File: src/rtl/lcfr_pkg.sv
// Shared constants and types for the length and CRC framed receiver.
package lcfr_pkg;

  localparam int MAX_PAYLOAD = 64;
  localparam int ADDR_W = $clog2(MAX_PAYLOAD);
  localparam int POS_W = $clog2(MAX_PAYLOAD + 1);
  localparam int BYTE_W = 8;
  localparam int LEN_W = 8;
  localparam int CRC_W = 16;
  localparam int NUM_BANKS = 2;
  localparam int CFG_INDEX_W = 1;
  localparam int CFG_DATA_W = 8;

  localparam logic [CRC_W-1:0] CRC_POLY = 16'hA001;
  localparam logic [BYTE_W-1:0] START_BYTE_RESET = 8'd126;
  localparam logic [LEN_W-1:0] CAPACITY_RESET = 8'd255;

  typedef enum logic [CFG_INDEX_W-1:0] {
    REG_START_BYTE = 1'd0,
    REG_ACCEPT_CAPACITY = 1'd1
  } cfg_reg_t;

  typedef struct packed {
    logic bank;
    logic [LEN_W-1:0] len;
  } lcfr_desc_t;

  typedef struct packed {
    logic en;
    logic [ADDR_W:0] addr;
    logic [BYTE_W-1:0] data;
  } lcfr_wr_t;

endpackage

File: src/rtl/lcfr_if.sv
// Stream interfaces for received bytes and delivered payload bytes.
interface lcfr_in_if;
  logic valid;
  logic ready;
  logic [7:0] rx_byte;

  modport source (output valid, output rx_byte, input ready);
  modport sink (input valid, input rx_byte, output ready);
endinterface

interface lcfr_out_if;
  logic valid;
  logic ready;
  logic [7:0] payload_byte;
  logic byte_present;
  logic [7:0] frame_length;
  logic last_of_frame;

  modport source (output valid, output payload_byte, output byte_present,
                  output frame_length, output last_of_frame, input ready);
  modport sink (input valid, input payload_byte, input byte_present,
                input frame_length, input last_of_frame, output ready);
endinterface

File: src/rtl/lcfr_front.sv
// Frame parser: start byte hunt, length, payload capture, CRC check.
module lcfr_front
  import lcfr_pkg::*;
(
  input  logic clk,
  input  logic rst,
  lcfr_in_if.sink in_stream,
  input  logic cfg_we,
  input  logic [CFG_INDEX_W-1:0] cfg_index,
  input  logic [CFG_DATA_W-1:0] cfg_data,
  input  logic occ_full,
  output lcfr_wr_t mem_wr,
  output logic push,
  output lcfr_desc_t push_desc
);

  typedef enum logic [2:0] {
    PH_HUNT,
    PH_LENGTH,
    PH_PAYLOAD,
    PH_CHECK0,
    PH_CHECK1
  } phase_t;

  function automatic logic [CRC_W-1:0] arc_update(input logic [CRC_W-1:0] crc,
                                                  input logic [BYTE_W-1:0] b);
    logic [CRC_W-1:0] c;
    c = crc ^ {{(CRC_W-BYTE_W){1'b0}}, b};
    for (int k = 0; k < BYTE_W; k++) begin
      c = c[0] ? ((c >> 1) ^ CRC_POLY) : (c >> 1);
    end
    return c;
  endfunction

  phase_t phase;
  logic [LEN_W-1:0] exp_len;
  logic [POS_W-1:0] pos;
  logic [BYTE_W-1:0] crc_low;
  logic [CRC_W-1:0] crc;
  logic wbank;
  logic [BYTE_W-1:0] start_byte;
  logic [LEN_W-1:0] capacity;
  logic take;
  logic [LEN_W-1:0] pos_inc;

  assign in_stream.ready = !(occ_full && (phase == PH_PAYLOAD || phase == PH_CHECK1));
  assign take = in_stream.valid && in_stream.ready;
  assign pos_inc = LEN_W'(pos) + LEN_W'(1);

  assign mem_wr.en = take && (phase == PH_PAYLOAD);
  assign mem_wr.addr = {wbank, pos[ADDR_W-1:0]};
  assign mem_wr.data = in_stream.rx_byte;

  assign push = take && (phase == PH_CHECK1) && ({in_stream.rx_byte, crc_low} == crc) &&
                (exp_len <= capacity);
  assign push_desc = '{bank: wbank, len: exp_len};

  always_ff @(posedge clk) begin
    if (rst) begin
      phase <= PH_HUNT;
      exp_len <= '0;
      pos <= '0;
      crc_low <= '0;
      crc <= '0;
      wbank <= 1'b0;
      start_byte <= START_BYTE_RESET;
      capacity <= CAPACITY_RESET;
    end else begin
      if (cfg_we) begin
        unique case (cfg_index)
          REG_START_BYTE: start_byte <= cfg_data[BYTE_W-1:0];
          REG_ACCEPT_CAPACITY: capacity <= cfg_data[LEN_W-1:0];
          default: ;
        endcase
      end
      if (push) begin
        wbank <= !wbank;
      end
      if (take) begin
        unique case (phase)
          PH_HUNT: begin
            if (in_stream.rx_byte == start_byte) begin
              phase <= PH_LENGTH;
            end
          end
          PH_LENGTH: begin
            pos <= '0;
            crc <= '0;
            if (in_stream.rx_byte > LEN_W'(MAX_PAYLOAD)) begin
              phase <= PH_HUNT;
              exp_len <= '0;
            end else begin
              exp_len <= in_stream.rx_byte;
              phase <= (in_stream.rx_byte == '0) ? PH_CHECK0 : PH_PAYLOAD;
            end
          end
          PH_PAYLOAD: begin
            crc <= arc_update(crc, in_stream.rx_byte);
            pos <= pos + POS_W'(1);
            if (pos_inc >= exp_len) begin
              phase <= PH_CHECK0;
            end
          end
          PH_CHECK0: begin
            crc_low <= in_stream.rx_byte;
            phase <= PH_CHECK1;
          end
          PH_CHECK1: begin
            phase <= PH_HUNT;
            exp_len <= '0;
            pos <= '0;
            crc_low <= '0;
            crc <= '0;
          end
          default: begin
            phase <= PH_HUNT;
            exp_len <= '0;
            pos <= '0;
            crc_low <= '0;
            crc <= '0;
          end
        endcase
      end
    end
  end

endmodule

File: src/rtl/lcfr_desc_queue.sv
// Two-entry queue of accepted frame descriptors between parser and drain.
module lcfr_desc_queue
  import lcfr_pkg::*;
(
  input  logic clk,
  input  logic rst,
  input  logic push,
  input  lcfr_desc_t push_desc,
  input  logic pop,
  output lcfr_desc_t head,
  output logic [1:0] count
);

  lcfr_desc_t entries [NUM_BANKS];
  logic wr_ptr;
  logic rd_ptr;

  assign head = entries[rd_ptr];

  always_ff @(posedge clk) begin
    if (push) begin
      entries[wr_ptr] <= push_desc;
    end
  end

  always_ff @(posedge clk) begin
    if (rst) begin
      wr_ptr <= 1'b0;
      rd_ptr <= 1'b0;
      count <= '0;
    end else begin
      if (push) begin
        wr_ptr <= !wr_ptr;
      end
      if (pop) begin
        rd_ptr <= !rd_ptr;
      end
      count <= count + 2'(push) - 2'(pop);
    end
  end

endmodule

File: src/rtl/lcfr_back.sv
// Payload buffer and drain engine that delivers accepted frames byte by byte.
module lcfr_back
  import lcfr_pkg::*;
(
  input  logic clk,
  input  logic rst,
  input  lcfr_wr_t mem_wr,
  input  logic q_nonempty,
  input  lcfr_desc_t head,
  output logic pop,
  output logic busy,
  lcfr_out_if.source out_stream
);

  logic [BYTE_W-1:0] mem [NUM_BANKS * MAX_PAYLOAD];
  logic [BYTE_W-1:0] rdata;
  logic bank;
  logic [LEN_W-1:0] len;
  logic [POS_W-1:0] pos;
  logic rd_pending;
  logic pend_present;
  logic pend_last;
  logic [LEN_W-1:0] pend_len;
  logic issue;
  logic load;
  logic issue_last;

  assign pop = !busy && q_nonempty;
  assign load = rd_pending && (!out_stream.valid || out_stream.ready);
  assign issue = busy && (!rd_pending || load);
  assign issue_last = (len == '0) || ((LEN_W'(pos) + LEN_W'(1)) == len);

  always_ff @(posedge clk) begin
    if (mem_wr.en) begin
      mem[mem_wr.addr] <= mem_wr.data;
    end
    if (issue) begin
      rdata <= mem[{bank, pos[ADDR_W-1:0]}];
    end
  end

  always_ff @(posedge clk) begin
    if (rst) begin
      busy <= 1'b0;
      rd_pending <= 1'b0;
      out_stream.valid <= 1'b0;
    end else begin
      if (pop) begin
        busy <= 1'b1;
        bank <= head.bank;
        len <= head.len;
        pos <= '0;
      end else if (issue) begin
        pos <= pos + POS_W'(1);
        if (issue_last) begin
          busy <= 1'b0;
        end
      end
      if (issue) begin
        rd_pending <= 1'b1;
        pend_present <= (len != '0);
        pend_last <= issue_last;
        pend_len <= len;
      end else if (load) begin
        rd_pending <= 1'b0;
      end
      if (load) begin
        out_stream.valid <= 1'b1;
        out_stream.payload_byte <= pend_present ? rdata : '0;
        out_stream.byte_present <= pend_present;
        out_stream.frame_length <= pend_len;
        out_stream.last_of_frame <= pend_last;
      end else if (out_stream.ready) begin
        out_stream.valid <= 1'b0;
      end
    end
  end

`ifndef SYNTHESIS
  a_no_write_to_drained_bank: assert property (@(posedge clk) disable iff (rst)
    mem_wr.en && busy |-> mem_wr.addr[ADDR_W] != bank)
    else $error("payload write hits the bank being drained");

  a_rdata_holds: assert property (@(posedge clk) disable iff (rst)
    rd_pending && !load |=> $stable(rdata))
    else $error("read data changed while waiting for the output register");

  a_empty_frame_result: assert property (@(posedge clk) disable iff (rst)
    out_stream.valid && !out_stream.byte_present |->
      out_stream.last_of_frame && out_stream.frame_length == '0)
    else $error("result without a byte is not a lone empty frame");

  a_position_in_range: assert property (@(posedge clk) disable iff (rst)
    busy |-> (LEN_W'(pos) < len) || (len == '0 && pos == '0))
    else $error("drain position ran past the frame length");
`endif

endmodule

File: src/rtl/length_crc_frame_receiver_core.sv
// Top level of the length-prefixed frame receiver with CRC-16/ARC check.
//
// in_stream carries received bytes, one per transfer. The parser hunts for
// the start byte, reads a length byte, up to 64 payload bytes and a 16-bit
// CRC sent low byte first. Frames with a matching CRC and a length no larger
// than accept_capacity are delivered on out_stream, one transfer per payload
// byte with the frame length and a last flag; an empty frame gives a single
// transfer with byte_present low. Bad frames are dropped without notice.
// The parser takes one byte per cycle. Payload is captured into a two-bank
// buffer, so a second frame can be received while the first is drained.
// The drain delivers one transfer per cycle; once its last CRC byte is taken,
// a frame passes through the descriptor queue and the read data register.
// With both banks held by undelivered frames, in_stream stalls on payload and
// final CRC bytes until a bank frees up; out_stream stalls hold the drain state.
// Reset clears parser, queue and drain state and restores start_byte to 126
// and accept_capacity to 255. Configuration writes take effect at once.
module length_crc_frame_receiver_core
  import lcfr_pkg::*;
(
  input  logic clk,
  input  logic rst,
  lcfr_in_if.sink in_stream,
  lcfr_out_if.source out_stream,
  input  logic cfg_we,
  input  logic [CFG_INDEX_W-1:0] cfg_index,
  input  logic [CFG_DATA_W-1:0] cfg_data
);

  lcfr_wr_t mem_wr;
  lcfr_desc_t push_desc;
  lcfr_desc_t head;
  logic push;
  logic pop;
  logic busy;
  logic [1:0] count;
  logic occ_full;

  assign occ_full = (count + 2'(busy)) >= 2'(NUM_BANKS);

  lcfr_front u_front (
    .clk       (clk),
    .rst       (rst),
    .in_stream (in_stream),
    .cfg_we    (cfg_we),
    .cfg_index (cfg_index),
    .cfg_data  (cfg_data),
    .occ_full  (occ_full),
    .mem_wr    (mem_wr),
    .push      (push),
    .push_desc (push_desc)
  );

  lcfr_desc_queue u_queue (
    .clk       (clk),
    .rst       (rst),
    .push      (push),
    .push_desc (push_desc),
    .pop       (pop),
    .head      (head),
    .count     (count)
  );

  lcfr_back u_back (
    .clk        (clk),
    .rst        (rst),
    .mem_wr     (mem_wr),
    .q_nonempty (count != '0),
    .head       (head),
    .pop        (pop),
    .busy       (busy),
    .out_stream (out_stream)
  );

endmodule
File: src/flat_wrapper.sv
// flat-port wrapper written by rule: the top's interface ports become plain ports
module length_crc_frame_receiver_core_flat import lcfr_pkg::*;
  (clk, rst, cfg_we, cfg_index, cfg_data, in_stream_valid, in_stream_rx_byte, in_stream_ready, out_stream_valid, out_stream_payload_byte, out_stream_byte_present, out_stream_frame_length, out_stream_last_of_frame, out_stream_ready);
  lcfr_in_if in_stream_i ();
  lcfr_out_if out_stream_i ();
  input  logic clk;
  input  logic rst;
  input  logic cfg_we;
  input  logic [CFG_INDEX_W-1:0] cfg_index;
  input  logic [CFG_DATA_W-1:0] cfg_data;
  input wire logic [$bits(in_stream_i.valid)-1:0] in_stream_valid;
  input wire logic [$bits(in_stream_i.rx_byte)-1:0] in_stream_rx_byte;
  output wire logic [$bits(in_stream_i.ready)-1:0] in_stream_ready;
  output wire logic [$bits(out_stream_i.valid)-1:0] out_stream_valid;
  output wire logic [$bits(out_stream_i.payload_byte)-1:0] out_stream_payload_byte;
  output wire logic [$bits(out_stream_i.byte_present)-1:0] out_stream_byte_present;
  output wire logic [$bits(out_stream_i.frame_length)-1:0] out_stream_frame_length;
  output wire logic [$bits(out_stream_i.last_of_frame)-1:0] out_stream_last_of_frame;
  input wire logic [$bits(out_stream_i.ready)-1:0] out_stream_ready;
  assign in_stream_i.valid = in_stream_valid;
  assign in_stream_i.rx_byte = in_stream_rx_byte;
  assign in_stream_ready = in_stream_i.ready;
  assign out_stream_valid = out_stream_i.valid;
  assign out_stream_payload_byte = out_stream_i.payload_byte;
  assign out_stream_byte_present = out_stream_i.byte_present;
  assign out_stream_frame_length = out_stream_i.frame_length;
  assign out_stream_last_of_frame = out_stream_i.last_of_frame;
  assign out_stream_i.ready = out_stream_ready;
  length_crc_frame_receiver_core u_core (.clk(clk), .rst(rst), .in_stream(in_stream_i), .out_stream(out_stream_i), .cfg_we(cfg_we), .cfg_index(cfg_index), .cfg_data(cfg_data));
endmodule
File: config.mk
export PLATFORM = sky130hd
export DESIGN_NAME = length_crc_frame_receiver_core_flat
export DESIGN_NICKNAME = d
export VERILOG_FILES = /design/src/rtl/lcfr_pkg.sv /design/src/rtl/lcfr_if.sv /design/src/rtl/lcfr_front.sv /design/src/rtl/lcfr_desc_queue.sv /design/src/rtl/lcfr_back.sv /design/src/rtl/length_crc_frame_receiver_core.sv /design/src/flat_wrapper.sv
export SDC_FILE = /design/constraint.sdc
export NUM_CORES = 1
export LEC_CHECK = 0
export BUFFER_PORTS_ARGS = -buffer_cell sky130_fd_sc_hd__buf_2
export CORE_AREA = 2 2 208 414
export CTS_CLUSTER_SIZE = 12
export DETAILED_ROUTE_END_ITERATION = 12
export DIE_AREA = 0 0 210 416
export PLACE_DENSITY = 0.7
export SLEW_MARGIN = 20
export SYNTH_ARGS = -nofsm -noshare
export SYNTH_HDL_FRONTEND = slang
export SYNTH_SLANG_ARGS = --single-unit
File: constraint.sdc
create_clock -name clk -period 3.1 [get_ports clk]
set_input_delay 0.465 -clock clk [delete_from_list [all_inputs] [get_ports clk]]
set_output_delay 0.465 -clock clk [all_outputs]
set_load 0.05 [all_outputs]
=== Yosys cells after proc, flatten, opt, wreduce, memory -nomap -nowiden ===
Memory sizes are Yosys's and may differ from the RTL's. A register that Yosys moved wholly into a read port is not among the register bits.
Index checks and enable logic that the tools add are counted.

* Flip-flop bits (word level): 101
* RAM bits: 1042
* Bits of input ports: 22
* Output and inout port bits: 20
* Memories kept: 2

* Add/sub/neg operators: 7
* Order comparisons: 4
* Eq/ne operators: 9
* Mux-type cells: 30
* Bitwise logic cells: 14
* Reductions and logical operators: 43

{| class="wikitable"
|+ Memory list
! name !! depth !! width !! rd ports !! clocked after Yosys merged registers in !! write ports !! line !! text
|-
| u_core.u_back.mem || 128 || 8 || 1 || 1 || 1 || lcfr_back.sv:15 || <nowiki>logic [BYTE_W-1:0] mem [NUM_BANKS * MAX_PAYLOAD];</nowiki>
|-
| u_core.u_queue.entries || 2 || 9 || 1 || 1 || 1 || lcfr_desc_queue.sv:14 || <nowiki>lcfr_desc_t entries [NUM_BANKS];</nowiki>
|}

{| class="wikitable"
|+ Operators with widths
! operator !! count
|-
| two-way mux 16 bit || 8
|-
| case mux 16 bit (2 select lines) || 1
|-
| case mux 8 bit (2 select lines) || 2
|-
| inverter 2 -> 3 bit || 8
|-
| AND reduction 2 bit || 10
|-
| adder 7 x 1 -> 8 bit (second input constant) || 2
|-
| equality test 16 bit || 1
|-
| equality test 8 bit || 2
|-
| zero test 8 bit || 2
|-
| XOR 16 x 8 -> 16 bit || 1
|-
| adder 7 x 1 -> 7 bit (second input constant) || 2
|-
| case mux 7 bit (2 select lines) || 1
|-
| two-way mux 1 bit || 12
|-
| case mux 3 bit (4 select lines) || 1
|-
| nonzero test 2 bit || 5
|-
| logical AND 1 bit || 9
|-
| >= comparator 8 bit || 1
|-
| greater-than comparator 8 x 7 -> 1 bit (second input constant) || 1
|-
| <= comparator 8 bit || 1
|-
| two-way mux 8 bit || 1
|-
| nonzero test 8 bit || 1
|-
| zero test 1 bit || 7
|-
| two-way mux 7 bit || 1
|-
| equality test 3 x 2 -> 1 bit (second input constant) || 2
|-
| other kinds (15) || 25
|}

=== Logic depth before layout (Yosys ltp) ===
* Word-level depth: 18
* Depth in mapped cells: 14
* Gate-level depth less buffers: 14

=== Modules after synthesis ===
A second synthesis with hierarchy kept.

* Cells, all modules: 2465
* Area total of the unflattened synthesis: 46291.9 µm²

{| class="wikitable"
|+ Modules (own cells, without submodules)
! module !! instances !! cells each !! area an instance (µm²) !! seq. area each (µm²)
|-
| lcfr_back || 1 || 2026 || 42120.4 || 32371.0
|-
| lcfr_front || 1 || 389 || 3293.2 || 1181.1
|-
| lcfr_desc_queue || 1 || 47 || 859.6 || 640.6
|-
| length_crc_frame_receiver_core || 1 || 3 || 18.8 || 0.0
|}

=== Least setup slack after synthesis ===
Ideal clock, no wire load.

* Kind: register -> register
* From: register u_core.u_queue.count[1]
* To: memory u_core.u_back.mem[76][0] (enable)
* Arrival time: 2.453 ns
* Data required time: 2.730 ns
* Slack: 0.276 ns
* Stages on the path, launching flop included: 9
* Buffers on the path: 1
* Clock period less this slack: 2.824 ns
* Cell sequence: dfxtp_1 -> and3b_1 -> o211ai_2 -> nand2_2 -> or2_4 -> nor2_4 -> nand3b_2 -> buf_2 -> nor2_1

* Word-level cells in the longest chain between the ends: 8

{| class="wikitable"
|+ RTL lines
! what !! line !! text
|-
| start, declared || lcfr_desc_queue.sv:11 || <nowiki>output logic [1:0] count</nowiki>
|-
| start signal, assigned || lcfr_desc_queue.sv:38 || <nowiki>count <= count + 2'(push) - 2'(pop);</nowiki>
|-
| adder 2 x 1 -> 2 bit || length_crc_frame_receiver_core.sv:38 || <nowiki>assign occ_full = (count + 2'(busy)) >= 2'(NUM_BANKS);</nowiki>
|-
| >= comparator 2 bit || length_crc_frame_receiver_core.sv:38 ||
|-
| logical AND 1 bit || lcfr_front.sv:46 || <nowiki>assign in_stream.ready = !(occ_full && (phase == PH_PAYLOAD || phase == PH_CHECK1));</nowiki>
|-
| zero test 1 bit || lcfr_front.sv:46 ||
|-
| named net in_stream_ready || flat_wrapper.sv:13 || <nowiki>output wire logic [$bits(in_stream_i.ready)-1:0] in_stream_ready;</nowiki>
|-
| logical AND 1 bit || lcfr_front.sv:47 || <nowiki>assign take = in_stream.valid && in_stream.ready;</nowiki>
|-
| logical AND 1 bit || lcfr_front.sv:50 || <nowiki>assign mem_wr.en = take && (phase == PH_PAYLOAD);</nowiki>
|-
| two-way mux 1 bit || lcfr_back.sv:34 || <nowiki>if (mem_wr.en) begin</nowiki>
|-
| two-way mux 1 bit (not written as such) || lcfr_back.sv:35 || <nowiki>mem[mem_wr.addr] <= mem_wr.data;</nowiki>
|-
| end, declared || lcfr_back.sv:15 ||
|}

The timed path passes the listed nets, and every way through them passes these cells.

==> impl_metrics.ini <==
[critical_path]
critPathArrivalTime_ns = 3.40
crit_buf_inv = 1
worstSetupPathType = reg2reg
cp_slowest_stage_delay_ns = 0.63
r2r_slack_ns = 0.11
crit_top_cell = mux4_2
end_kind = flop
critPathSlowestCell = mux4_2
ff2ff_path_depth = 7
crit_chain = buf_12 > mux4_2 > mux4_2 > nor2_1 > a21oi_1 > nand3_1 > nand4_1
crit_family = multiplexers
r2r_end = u_core.u_back.rdata[4]
cp_max_fo = 50
worstSetupStartpointType = flop
required_ns = 3.51
r2r_start = u_core.u_back.pos[0]

[die]
ioPinCount = 42
die_x_um = 210
die_y_um = 416
core_area_mm2 = 0.08445
die_area_mm2 = 0.08736
rows = 151
start_util_pct = 54.34

[sta]
relSlewSlack_pct = 29.10
period_share_pct = 96.56
period_needed_ns = 2.993
hold_slack_ns = 0.06465
worst_pin_slew_ns = 1.064
rsz0062_at_grt = no
slew_viol_final = 0
final-hold-violation-count = 0
finalSetupTns_ns = 0
setup_viol = 0
fin_skew_ns = 0.02820
fmax_mhz = 334.1

[grt]
grt_use_total_pct = 24.79
grt_pass1_vias = 24244
grt_max_degree = 135
antenna_found_initial = 3
overflow = 0
grt_pass1_wl_um = 156300

[logic_synthesis]
synth_cell_type_count = 61
netlist_area_mm2 = 0.04589
synth_seq_cells = 1160
yosys.area.top_type_share_pct = 71.59
synth_area_leaders = edfxtp_1 72%, mux4_2 13%, dfxtp_1 2.9%
yosysTopAreaCell = edfxtp_1
yosys-top-cells-count = 1094 x edfxtp_1, 267 x mux4_2, 212 x nor2_1
synth-main-ff-cell = edfxtp_1
synth-warning-count = 0
synthesis.instances = 2340
async_reset_ff_share_pct = 0
syn_avg_cell_area_um2 = 19.61
synth_nets = 2382
synth_most_common_cell = edfxtp_1
seq_area_frac_synth_pct = 74.46
synth_edf_count = 1094

[cts]
cts_max_level = 3
clk_latency_ns = 0.70
clkTransAtPathRegs_ns = 0.06
cts_setup_buffers = 0
clk_path_buf_depth = 3
clock-sinks = 1160
cts_made_buffers = 107
cts_resized = 0
postCtsHoldBufs = 7
cts_tree = built
root_buffer = clkbuf_16

[detailed_routing]
vias = 22718
drcViolationCount = 0
ant_nets = 0
drt_iter0_drc = 1839
wl_um = 105600
drt-wirelength-per-cell_um = 28.54
drtPass1Iterations = 5
drt-vias-per-instance = 6.142

[place]
post-dp-hpwl_um = 69970
gp_congestion = 0.8734
io_buffers = 41

[final_layout]
final_nets = 2624
areaGrowthSynthToFinish_pct = 12.75
final_layout_size_suffix_gt1_share_pct = 25.50

[hold_path]
timing.hold.worst_endpoint = u_core.u_front.start_byte[7]
whs_path_depth = 3
hp-start = cfg_data[7]
hp-class = in2reg

[power]
p_per_area_mw_per_mm2 = 633.9
p_leak_nw = 16.93
max-vdd-ir-drop_mv = 0.5686

[run_status]
status = completed

[job]
drv_cap = 0
[how the worst max path moves through the flow]
| stage | slack [ns] | to | startpoint | cells after the start |
|---|---|---|---|---|
| 6_report | 0.11 | u_core.u_back.rdata[4] | u_core.u_back.pos[0] | 7 |
| 5_1_grt | 0.05 | u_core.u_back.rdata[4] | u_core.u_back.pos[0] | 7 |
| 4_1_cts | 0.10 | u_core.u_back.rdata[4] | u_core.u_back.pos[0] | 7 |
| 3_5_place_dp | 0.13 | u_core.u_back.rdata[4] | u_core.u_back.pos[0] | 7 |
| 3_3_place_gp | 0.17 | u_core.u_back.rdata[4] | u_core.u_back.pos[0] | 7 |
| 2_1_floorplan | 0.28 | u_core.u_back.mem[76][0] | u_core.u_queue.count[1] | 8 |
[through the flow]
| step | instances | setup slack [ns] | total power [mW] | util [%] | cell area (µm²) |
|---|---|---|---|---|---|
| after floorplan | 2340 | 0.2765 | 20.05 | - | 45890 |
| after global placement | 3536 | 0.1728 | 21.25 | 57.62 | 48660 |
| after detailed placement | 3536 | 0.1280 | 21.32 | 57.62 | 48660 |
| after CTS | 3697 | 0.1006 | 33.04 | 61.24 | 51710 |
| after global routing | 3699 | 0.04753 | 33.71 | 61.27 | 51740 |
| final | 3699 | 0.1067 | 32.80 | 61.27 | 51740 |
[logic make-up after synthesis]
kind of cell,synth area share [%]
compound gates,2.159
xor+xnor,1.314
fa+ha+maj,0.5453
buf+inv,1.840
flops,74.46
mux,15.36
simple gates,4.321
[state kept, by name, indices dropped and copies added (netlist names), 2 cells and up]
| register | count |
|---|---|
| u_core.u_back.out_stream.payload_byte | 8 |
| u_core.u_back.mem | 1024 |
| u_core.u_back.out_stream.frame_length | 8 |
| u_core.u_front.capacity | 8 |
| u_core.u_back.pos | 7 |
| u_core.u_front.start_byte | 8 |
| u_core.u_back.rdata | 8 |
| u_core.u_front.phase | 3 |
| u_core.u_queue.count | 2 |
| u_core.u_front.pos | 7 |
| u_core.u_front.crc_low | 8 |
| u_core.u_front.exp_len | 8 |
| u_core.u_front.crc | 16 |
| u_core.u_back.len | 8 |
| u_core.u_back.pend_len | 8 |
| u_core.u_queue.entries | 18 |
[per-layer routing]
layer | GRT usage (%) | part of all wire (%) | vias up
li1 | - | - | 9851
met1 | 27.39 | 34 | 11833
met2 | 45.88 | 55 | 815
met3 | 3.566 | 4.9 | 219
met4 | 13.19 | 5.6 | 0
met5 | 0 | 0 | -
[where the power goes]
group          total [mW]  switching (mW)  internal, mW
Clock                11.8            5.33          6.49
Sequential           17.4           0.122          17.3
Combinational        3.59            2.03          1.56
Total                32.8            7.48          25.3
[layout make-up]
cell class	instances	area (µm²)
Sequential cell	1160	34170
Fill cell	5743	32710
Multi-Input combinational cell	1021	10880
Clock buffer	147	2892
Timing Repair Buffer	269	2275
Tap cell	1071	1340
Clock inverter	7	95.09
Inverter	23	86.33
Antenna cell	1	2.502
[tightest hold or removal path, delay by kind of cell]
family	cells	cell delay (ns)
compound gates	1	0.06
simple gates	1	0.06
buf+inv	1	0.12
[cell usage in the layout (no fill, tap or decap), types with 18 or more instances in the layout]
master	n
buf_2	33
xor2_1	39
nor2b_1	28
buf_4	204
nand3_1	45
nand2_1	53
nor2_1	212
inv_1	22
clkbuf_1	37
a21oi_1	51
mux4_2	267
a22oi_1	46
xnor2_1	28
mux2i_1	80
buf_12	24
ha_1	20
dfxtp_1	66
clkbuf_16	110
edfxtp_1	1094
a211oi_1	18
(Power assumes the default switching activity.)
